### src/rtl/ftnds_pkg.sv
`default_nettype none
// ----------------------------------------------------------------------------
// ftnds_pkg
// Shared widths, codes and types for the far-to-near depth sort list.
// ----------------------------------------------------------------------------
package ftnds_pkg;

    // Number of cells in the sorted chain (2 to 64).
    localparam int LIST_DEPTH = 64;

    localparam int COORD_W  = 20;
    localparam int HANDLE_W = 12;
    localparam int KEY_W    = 46;
    localparam int KIND_W   = 2;
    localparam int AXES     = 3;
    // Doubled difference per axis, signed, and its magnitude.
    localparam int DIFF_W   = COORD_W + 3;
    localparam int MAG_W    = DIFF_W - 1;
    localparam int SQ_W     = 2 * MAG_W;
    localparam int CNT_W    = $clog2(LIST_DEPTH + 1);

    localparam int PADDR_W  = 4;
    localparam int PDATA_W  = 32;

    typedef logic signed [COORD_W-1:0] coord_t;
    typedef logic [KEY_W-1:0]          key_t;
    typedef logic [HANDLE_W-1:0]       handle_t;
    typedef logic [CNT_W-1:0]          count_t;

    // Operation codes of an input transaction.
    localparam logic OP_INSERT = 1'b0;
    localparam logic OP_DRAIN  = 1'b1;

    // Result kinds.
    localparam logic [KIND_W-1:0] KIND_INS_OK  = 2'd0;
    localparam logic [KIND_W-1:0] KIND_FULL    = 2'd1;
    localparam logic [KIND_W-1:0] KIND_ENTRY   = 2'd2;
    localparam logic [KIND_W-1:0] KIND_EMPTY   = 2'd3;

    // Register indexes on the configuration port.
    localparam logic [1:0] REG_CAMERA_X = 2'd0;
    localparam logic [1:0] REG_CAMERA_Y = 2'd1;
    localparam logic [1:0] REG_CAMERA_Z = 2'd2;

    // One stored list entry.
    typedef struct packed {
        key_t    key;
        handle_t handle;
    } entry_t;

    // Load enables of the distance pipeline stages.
    typedef struct packed {
        logic ld_diff;
        logic ld_sq;
        logic ld_key;
    } dist_ctl_t;

    // Chain commands, common to every cell.
    typedef struct packed {
        logic ins;
        logic shift;
    } cell_ctl_t;

endpackage : ftnds_pkg
`default_nettype wire

### src/rtl/ftnds_cell.sv
`default_nettype none
// ----------------------------------------------------------------------------
// ftnds_cell
// One slot of the sorted chain: keeps, takes new or prior entry, or shifts.
// ----------------------------------------------------------------------------
module ftnds_cell
    import ftnds_pkg::*;
(
    input  wire logic      aclk,
    input  wire cell_ctl_t ctl,
    input  wire logic      occ,
    input  wire entry_t    new_entry,
    input  wire logic      prev_lt,
    input  wire entry_t    prev_entry,
    input  wire entry_t    next_entry,
    output logic           lt,
    output entry_t         entry
);

    entry_t entry_reg;
    entry_t entry_next;

    // A free slot, or a stored key strictly below the new one, gives way.
    // Equal keys stay ahead so that arrival order is kept.
    assign lt = !occ || (entry_reg.key < new_entry.key);

    always_comb begin
        entry_next = entry_reg;
        if (ctl.shift) begin
            entry_next = next_entry;
        end else if (ctl.ins && lt) begin
            entry_next = prev_lt ? prev_entry : new_entry;
        end
    end

    always_ff @(posedge aclk) begin
        entry_reg <= entry_next;
    end

    assign entry = entry_reg;

endmodule : ftnds_cell
`default_nettype wire

### config.mk
export PLATFORM = sky130hd
export DESIGN_NAME = ftnds_cell
export DESIGN_NICKNAME = d
export VERILOG_FILES = /design/src/rtl/ftnds_pkg.sv /design/src/rtl/ftnds_cell.sv
export SDC_FILE = /design/constraint.sdc
export NUM_CORES = 1
export LEC_CHECK = 0
export ABC_CLOCK_PERIOD_IN_PS = 8300
export BUFFER_PORTS_ARGS = -buffer_cell sky130_fd_sc_hd__buf_2
export CORE_ASPECT_RATIO = 0.75
export CORE_UTILIZATION = 45
export CTS_CLUSTER_DIAMETER = 80
export DETAILED_ROUTE_END_ITERATION = 10
export PLACE_DENSITY = 0.82
export SKIP_CTS_REPAIR_TIMING = 1
export SLEW_MARGIN = 0
export SYNTH_ARGS = -nofsm -noshare
export SYNTH_HDL_FRONTEND = slang
export SYNTH_SLANG_ARGS = --single-unit
### constraint.sdc
create_clock -name aclk -period 8.3 [get_ports aclk]
set_input_delay 0.83 -clock aclk [delete_from_list [all_inputs] [get_ports aclk]]
set_output_delay 0.83 -clock aclk [all_outputs]
set_load 0.02 [all_outputs]
==> metrics.txt <==
Synth top area share=0.428; final hold violations=0; starting DRC count in detailed routing=between 200 and 250; failing checks=design-rule violations; LEAKAGE=slightly below 3 nW; area leader, netlist=edfxtp_1; TritonCTS Buffers=9; Post-Syn Area=4070 sq um; IO Port Bufs=around 240; Pwr Density=approximately 180 nW/um^2; DR WL/cell=15.7 um; grt ovf=0; Crit path depth=9; Post-synth EDFFs=58; sequential cell area fraction in the yosys report=0.428; pre-CTS setup slack=roughly 4600 ps; Antenna Nets Post-Route=0; post-route cell area=5630 sq um; FF-to-FF setup slack=~5400 ps; Clock H-tree levels=3; Critical Path RT=7470 ps; post-route clock period utilization=0.453; status=finished with violations; max-slew violation count=0; Worst-Margin Slew=1010 ps; CTS tree=done; Layout Skew=8.73 ps; hold_ws=786 ps; routed wire length=about 12000 um; Setup TNS=0 ps; R2R cell count=7; count leader, synth=nand2_1; post-route worst setup slack=~4500 ps; first-pass GRT wire length=roughly 19000 um; CP startpoint kind=input pin; die area=~9400 sq um; Worst path top cell family by delay=compound AO/OA/AOI/OAI gates; mux share of post-synthesis cell area=0.143; Fill cells=approximately 700; Fmax=0.266 GHz; synthesis-to-finish area growth=38.1%; Die Width=approximately 110 um; fin nets=between 800 and 900; vias in the first global route=4021; Synth Warn #=0; dpl cell area=approximately 5300 sq um; critical path's largest stage delay=480 ps; Root Buffer=clkbuf_16; Primary FF master, synth=edfxtp_1; relative slew slack=0.324; Syn Inst Count=between 400 and 500; worst vdd ir=0.115 mV; Int Pwr=approximately 700 uW; multi-input logic area=2080 sq um; Avg Cell Area, Syn=about 9.8 sq um; total number of vias=3996; area occupied by registers=approximately 1700 sq um; Top Ports=around 240; worst-path fanout max=3; number of synthesized register bits=slightly below 60; CP Data Arrival Time=about 3000 ps; Total Power=about 1 mW; Reg clk slew, reported paths=about 50 ps; Finished Layout Cells=760; Synth async-reset ratio=0; final number of setup-violating endpoints=0; worst path bufs/invs=3; Net Count, Synth=approximately 640; Clock Sink Count=58; initial antenna violation count=0; Clock Tree Buf Depth=2; Synth area leaders=edfxtp_1, mux2i_1, ha_1, o21ai_0, nand2_1; Psw=between 200 and 300 uW; clock share of power=0.349; largest net degree at the start of global routing=118; Post-route DRC=16; Gate power share=0.267; hold path depth=3; RSZ-0062 raised after global routing=no; crit-path most repeated cell=buf_2; ANT cells=0; DR vias/cell=between 5 and 6; post-synthesis xor/xnor area fraction=0; Sequential Power Share=0.384; adder-cell share of the synthesized area=0.138; Max-cap violations=0; slowest library cell on the worst path=a2111o_1; layout cells sized above 1=0.391; Cells after DPL=approximately 740; Compound-Gate Fraction of Synth Area=0.131; core box area=approximately 8600 sq um; Starting Density=0.474; Hold WC Path Type=in -> reg; row cnt=29; main combinational cell family by area after synthesis=multiplexers; RePlAce Congestion=between 0.8 and 0.9; Post-synth top cells=nand2_1, o21ai_0, edfxtp_1, mux2i_1, inv_1; HPWL Detailed=about 9300 um; Post-Synth Simple-Gate Area=0.0959; switch share=0.297; crit end category=output pin; Tot GR Track Use=0.260; Crit Path Category=in -> out; Unique masters post-synth=34; Final Core Density=0.654; crit path time final=approximately 3800 ps; Largest register FFs=58; cells along the critical path=buf_2 -> inv_1 -> ha_1 -> a21oi_2 -> o21ai_1 -> a221o_1 -> a2111o_1 -> o31ai_1 -> buf_2; Die Y=84.4 um; worst-skew pair later-pin latency=roughly 320 ps; Pre-antenna DRT Iters=8
==> layout make-up <==
class	count	area share
Timing Repair Buffer	239	0.214
Inverter	48	0.0320
Clock inverter	4	0.00756
Sequential cell	58	0.310
Multi-Input combinational cell	291	0.370
Tap cell	108	0.0240
Clock buffer	12	0.0420
==> final timing paths <==
check            startpoint        end
min          next_entry[18]  entry[18]
min reg2reg       entry[57]  entry[47]
max reg2reg       entry[45]  entry[11]
max           new_entry[45]         lt
==> cells by family (layout without fill, tap and decap cells) <==
kind of cell	Yosys count	count (layout)
buffers and inverters	68	303
flip-flops	58	58
multiplexers	58	58
AND/OR/NAND/NOR	92	92
adder cells (fa/ha/maj)	45	45
AO/OA/AOI/OAI	96	96
==> cells in the final DEF, fill, tap and decap left out, types with 2 or more instances in the layout <==
master | Yosys | final
nand2_1 | 71 | 71
mux2i_1 | 58 | 58
clkbuf_16 | 0 | 9
buf_4 | 0 | 4
buf_2 | 5 | 235
clkinv_1 | 0 | 2
o21ai_0 | 62 | 62
nand4_1 | 6 | 6
ha_1 | 45 | 45
o21ai_1 | 2 | 2
a21oi_1 | 15 | 15
nand3_1 | 4 | 4
a211oi_1 | 2 | 2
clkbuf_1 | 14 | 3
a21oi_2 | 2 | 2
inv_1 | 48 | 48
nor2_1 | 4 | 4
a21o_1 | 2 | 2
edfxtp_1 | 58 | 58
==> layer usage <==
layer / GRT usage / routed length [um] / vias to the layer above
met5: 0 / 0 / -
met3: 0.0708 / 828 / 28
met1: 0.299 / 4820 / 1825
met2: 0.465 / 6040 / 187
met4: 0.0946 / 255 / 0
li1: - / - / 1956
==> power by group through the flow <==
stage                     registers (mW)  clock network, mW  logic [mW]
final                              0.386              0.352       0.269
after floorplan                    0.435                  0       0.110
after global routing               0.390              0.375       0.297
after detailed placement           0.391                  0       0.268
after global placement             0.389                  0       0.257
after CTS                          0.386              0.359       0.270
==> worst min-delay path, stage by stage <==
cell and delay, ps:
buf_2 70, nand2_1 40, o21ai_0 60
Note: power is estimated with default switching activity, not from simulation.
