## src/rtl/ftnds_pkg.sv

```systemverilog
`default_nettype none
// ----------------------------------------------------------------------------
// ftnds_pkg
// Shared widths, codes and types for the far-to-near depth sort list.
// ----------------------------------------------------------------------------
package ftnds_pkg;

    // Number of cells in the sorted chain (2 to 64).
    localparam int LIST_DEPTH = 64;

    localparam int COORD_W  = 20;
    localparam int HANDLE_W = 12;
    localparam int KEY_W    = 46;
    localparam int KIND_W   = 2;
    localparam int AXES     = 3;
    // Doubled difference per axis, signed, and its magnitude.
    localparam int DIFF_W   = COORD_W + 3;
    localparam int MAG_W    = DIFF_W - 1;
    localparam int SQ_W     = 2 * MAG_W;
    localparam int CNT_W    = $clog2(LIST_DEPTH + 1);

    localparam int PADDR_W  = 4;
    localparam int PDATA_W  = 32;

    typedef logic signed [COORD_W-1:0] coord_t;
    typedef logic [KEY_W-1:0]          key_t;
    typedef logic [HANDLE_W-1:0]       handle_t;
    typedef logic [CNT_W-1:0]          count_t;

    // Operation codes of an input transaction.
    localparam logic OP_INSERT = 1'b0;
    localparam logic OP_DRAIN  = 1'b1;

    // Result kinds.
    localparam logic [KIND_W-1:0] KIND_INS_OK  = 2'd0;
    localparam logic [KIND_W-1:0] KIND_FULL    = 2'd1;
    localparam logic [KIND_W-1:0] KIND_ENTRY   = 2'd2;
    localparam logic [KIND_W-1:0] KIND_EMPTY   = 2'd3;

    // Register indexes on the configuration port.
    localparam logic [1:0] REG_CAMERA_X = 2'd0;
    localparam logic [1:0] REG_CAMERA_Y = 2'd1;
    localparam logic [1:0] REG_CAMERA_Z = 2'd2;

    // One stored list entry.
    typedef struct packed {
        key_t    key;
        handle_t handle;
    } entry_t;

    // Load enables of the distance pipeline stages.
    typedef struct packed {
        logic ld_diff;
        logic ld_sq;
        logic ld_key;
    } dist_ctl_t;

    // Chain commands, common to every cell.
    typedef struct packed {
        logic ins;
        logic shift;
    } cell_ctl_t;

endpackage : ftnds_pkg
`default_nettype wire

```

## src/rtl/ftnds_dist.sv

```systemverilog
`default_nettype none
// ----------------------------------------------------------------------------
// ftnds_dist
// Three-stage squared-distance pipeline: doubled difference, square, sum.
// ----------------------------------------------------------------------------
module ftnds_dist
    import ftnds_pkg::*;
(
    input  wire logic      aclk,
    input  wire dist_ctl_t ctl,
    input  wire coord_t    cam     [AXES],
    input  wire coord_t    box_max [AXES],
    input  wire coord_t    box_min [AXES],
    input  wire coord_t    pos     [AXES],
    output key_t           key
);

    logic [MAG_W-1:0] mag_reg [AXES];
    logic [SQ_W-1:0]  sq_reg  [AXES];
    key_t             key_reg;

    for (genvar a = 0; a < AXES; a++) begin : g_axis
        logic signed [DIFF_W-1:0] diff;
        logic signed [DIFF_W-1:0] neg;

        // Twice the camera-to-centre difference, exact in 1/16 units.
        assign diff = (DIFF_W'(cam[a]) <<< 1)
                    - (DIFF_W'(box_max[a]) + DIFF_W'(box_min[a]))
                    - (DIFF_W'(pos[a]) <<< 1);
        assign neg  = -diff;

        always_ff @(posedge aclk) begin
            if (ctl.ld_diff) begin
                mag_reg[a] <= diff[DIFF_W-1] ? neg[MAG_W-1:0] : diff[MAG_W-1:0];
            end
            if (ctl.ld_sq) begin
                sq_reg[a] <= mag_reg[a] * mag_reg[a];
            end
        end
    end

    always_ff @(posedge aclk) begin
        if (ctl.ld_key) begin
            key_reg <= KEY_W'(sq_reg[0]) + KEY_W'(sq_reg[1]) + KEY_W'(sq_reg[2]);
        end
    end

    assign key = key_reg;

endmodule : ftnds_dist
`default_nettype wire

```

## config.mk

```make
export PLATFORM = sky130hd
export DESIGN_NAME = ftnds_dist
export DESIGN_NICKNAME = d
export VERILOG_FILES = /design/src/rtl/ftnds_pkg.sv /design/src/rtl/ftnds_dist.sv
export SDC_FILE = /design/constraint.sdc
export NUM_CORES = 2
export LEC_CHECK = 0
export ABC_AREA = 1
export BUFFER_PORTS_ARGS = -buffer_cell sky130_fd_sc_hd__clkbuf_2
export CAP_MARGIN = 10
export CORE_ASPECT_RATIO = 0.7
export CORE_MARGIN = 8
export CORE_UTILIZATION = 50
export CTS_BUF_LIST = sky130_fd_sc_hd__clkbuf_4
export DETAILED_ROUTE_END_ITERATION = 10
export GPL_ROUTABILITY_DRIVEN = 0
export HOLD_SLACK_MARGIN = 0.02
export PLACE_DENSITY_LB_ADDON = 0.1
export SYNTH_ARGS = -nofsm -noshare
export SYNTH_HDL_FRONTEND = slang
export SYNTH_SLANG_ARGS = --single-unit
```

## constraint.sdc

```tcl
create_clock -name aclk -period 8.9 [get_ports aclk]
set_input_delay 0.89 -clock aclk [delete_from_list [all_inputs] [get_ports aclk]]
set_output_delay 0.89 -clock aclk [all_outputs]
set_load 0.005 [all_outputs]
```

==> results by group <==
Yosys
  – Post-synthesis register bit count: 241
  – Synth area leader: fa_1
  – Top FF cell, synth: edfxtp_1
  – Yosys cell types: 54
  – Mapped Cells: 7598
  – Synth area leaders: fa_1 38%, inv_1 13%, ha_1 12%
  – Sequential share of the synthesized area: 11.5%
  – Syn Std Cell Area: 0.0629 mm^2
  – Area fraction of the dominant cell type after synthesis: 37.9%
  – Post-synth EDFFs: 241
  – Synthesis Warnings: 0
  – Avg Inst Size Synth: 8.28 um^2
  – Post-synth ARST share: 0%

Timing
  – Slew Limit Fails: 0
  – Unrepaired setup endpoints after global routing: no
  – Min Clock Period, post-route: 7410 ps
  – Fmax: 0.135 GHz
  – Max-slew headroom: 17.6%
  – Setup Skew: 59.2 ps
  – Setup violators final: 0
  – Least-Margin Pin Slew: 1240 ps
  – TNS Setup: 0 ps
  – Period utilization: 83.2%
  – Final Hold Viols: 0
  – Final worst slack: 1490 ps

CTS
  – CTS hold repair buffers: 0
  – Clk buf depth: 3
  – CTS sink cnt: 241
  – CTS root buf: clkbuf_4
  – # resized after CTS: 0
  – Num CTS Buffers: 68
  – Post-CTS Repair Setup Buffers: 0
  – Clk Latency, worst-skew pair: 920 ps
  – H-tree Lvls: 3
  – CTS tree: done
  – CTS clk-pin slew, worst paths: 70 ps

Global routing
  – Gr usage total: 25.4%
  – Initial antenna violation count: 3
  – Overflow after GRT: 0
  – Largest net degree at the start of global routing: 78
  – Vias in the first global route: 50900
  – First-pass GRT wire length: 279000 um

Floorplan
  – Total core area: 0.126 mm^2
  – Initial Util: 50.1%
  – Core Rows: 109
  – DIE HEIGHT: 313 um
  – Die width: 440 um
  – Die area: 0.138 mm^2
  – I/O pin count: 290

Final layout
  – Reg area: 0.00724 mm^2
  – Layout cells sized above 1: 6.58%
  – Area of the multi-input gates: 0.0472 mm^2
  – Fill count: 12000
  – Final #Nets: 9906
  – Layout area overhead: 6.58%
  – Max FFs per register: 129

Drt
  – Post-route ant nets: 0
  – Iter 0 DRT Violations: 4386
  – Drc violations: 0
  – Post-Route WL: 172000 um
  – Wire length per cell: 18.0 um
  – Drt pass-1 iters: 7
  – Via-per-instance ratio: 5.14
  – Routed vias: 49200

Setup path
  – Critical Path End Type: flip-flop
  – Reg2reg end: sq_reg[0][32]
  – Crit path DAT: 8050 ps
  – WP data required: 9540 ps
  – Worst Setup SP: mag_reg[0][9]
  – Type of the worst setup path: reg -> reg
  – R2R setup slack: 1490 ps
  – Startpoint types: flip-flop
  – Maximum fanout along the worst path: 22
  – Worst setup path endpoint: sq_reg[0][32]
  – Worst r2r src: mag_reg[0][9]
  – Worst Reg2Reg Path Length in Cells: 19

Place
  – I/O Buffers: 289
  – DP Worst Slack: 1610 ps
  – HPWL Detailed: 150000 um

Flow run
  – Max cap viols: 0

Status
  – Outcome: completed

Worst hold path
  – Hold Path Class: in -> reg
[worst min-delay path by stage]
stage	endpoint	from	slack, ps	cells after the start
final	mag_reg[0][23]	ctl[2]	340	1
after detailed placement	key[0]	sq_reg[0][88]	770	3
after floorplan	sq_reg[0][88]	mag_reg[0][44]	490	0
after CTS	mag_reg[0][23]	ctl[2]	250	1
after global routing	mag_reg[0][25]	ctl[2]	260	1
after global placement	key[0]	sq_reg[0][88]	760	3
[critical path: stages, from the launching register on]
cell      delay [ps]
edfxtp_1        1110
nand2_1          280
fa_1             570
fa_1             550
inv_1             50
fa_1             480
fa_1             580
fa_1             430
fa_1             510
inv_1             50
fa_1             470
inv_1             40
ha_1             350
nand2_1          110
nor2_1           290
nand2_1          110
nor4_1           500
a21oi_1          260
o21ai_0          290
xor2_1           120
[logic make-up after synthesis]
| family | Yosys count | share of synthesized area [%] |
|---|---|---|
| buf+inv | 2261 | 13.5 |
| fa+ha+maj | 1806 | 50.1 |
| other cells | 1 | 0.00596 |
| flops | 241 | 11.5 |
| xor+xnor | 252 | 3.53 |
| compound gates | 602 | 5.39 |
| simple gates | 2435 | 15.9 |
[Yosys cell counts (4+ instances only)]
master / number
o31ai_1: 4
a21boi_0: 9
inv_2: 6
o21ai_1: 12
and3_1: 8
a211oi_1: 4
a221oi_1: 9
edfxtp_1: 241
clkbuf_1: 124
or2_2: 9
ha_1: 614
o21ai_0: 146
nand3_2: 8
nand3b_1: 31
a31o_2: 6
nor4_1: 14
o21a_1: 8
nand2_1: 1642
xnor2_1: 87
o21bai_1: 32
nand3_1: 197
o2111ai_1: 5
nor2_2: 12
nand2_2: 26
a21oi_1: 304
and2_1: 4
xor2_1: 163
a31oi_1: 23
nand4_1: 50
o211ai_1: 4
a21o_1: 25
fa_1: 1192
inv_1: 2109
nor2_1: 391
nor3_1: 30
buf_1: 13
o21ai_2: 4
[stage by stage]
step / utilization, % / area, um^2 / hold slack, ps / instances
2_1_floorplan: - / 62900 / 492 / 7600
3_3_place_gp: 52.7 / 66200 / 764 / 9451
3_5_place_dp: 52.7 / 66200 / 765 / 9451
4_1_cts: 53.4 / 67000 / 253 / 9562
5_1_grt: 53.4 / 67100 / 256 / 9571
6_report: 53.4 / 67100 / 344 / 9572
[cell type report]
type,instances,area share (%)
diodes,10,0.0373
clock buffers,85,0.952
clock inverters,26,0.291
inverters,2116,11.8
multi-input cells,5098,70.3
flip-flops and latches,241,10.8
well taps,1665,3.11
repair buffers,331,2.63
[cells in the final DEF, fill, tap and decap left out, types with 6 or more instances in the layout]
| cell type | count |
|---|---|
| inv_1 | 2109 |
| nand2_1 | 1642 |
| fa_1 | 1192 |
| ha_1 | 614 |
| nor2_1 | 391 |
| a21oi_1 | 304 |
| clkbuf_2 | 287 |
| edfxtp_1 | 241 |
| nand3_1 | 197 |
| xor2_1 | 163 |
| o21ai_0 | 146 |
| xnor2_1 | 87 |
| clkbuf_4 | 85 |
| nand4_1 | 50 |
| buf_4 | 44 |
| o21bai_1 | 32 |
| nand3b_1 | 31 |
| nor3_1 | 30 |
| nand2_2 | 26 |
| a21o_1 | 25 |
| a31oi_1 | 23 |
| nor4_1 | 14 |
| clkinv_1 | 14 |
| o21ai_1 | 12 |
| nor2_2 | 12 |
| diode_2 | 10 |
| or2_2 | 9 |
| a221oi_1 | 9 |
| a21boi_0 | 9 |
| and3_1 | 8 |
| o21a_1 | 8 |
| nand3_2 | 8 |
| inv_2 | 7 |
| a31o_2 | 6 |
[metal layers]
layer / GRT usage [%] / up-vias / wire length [um]
met2: 36.6 / 1919 / 70500
li1: - / 23200 / -
met3: 4.82 / 160 / 15700
met1: 40.6 / 23900 / 84200
met4: 3.43 / 0 / 2110
met5: 0 / - / 0
Power is not shown: default switching activity piles up to over one toggle a cycle in this logic, so the estimate is an artifact.
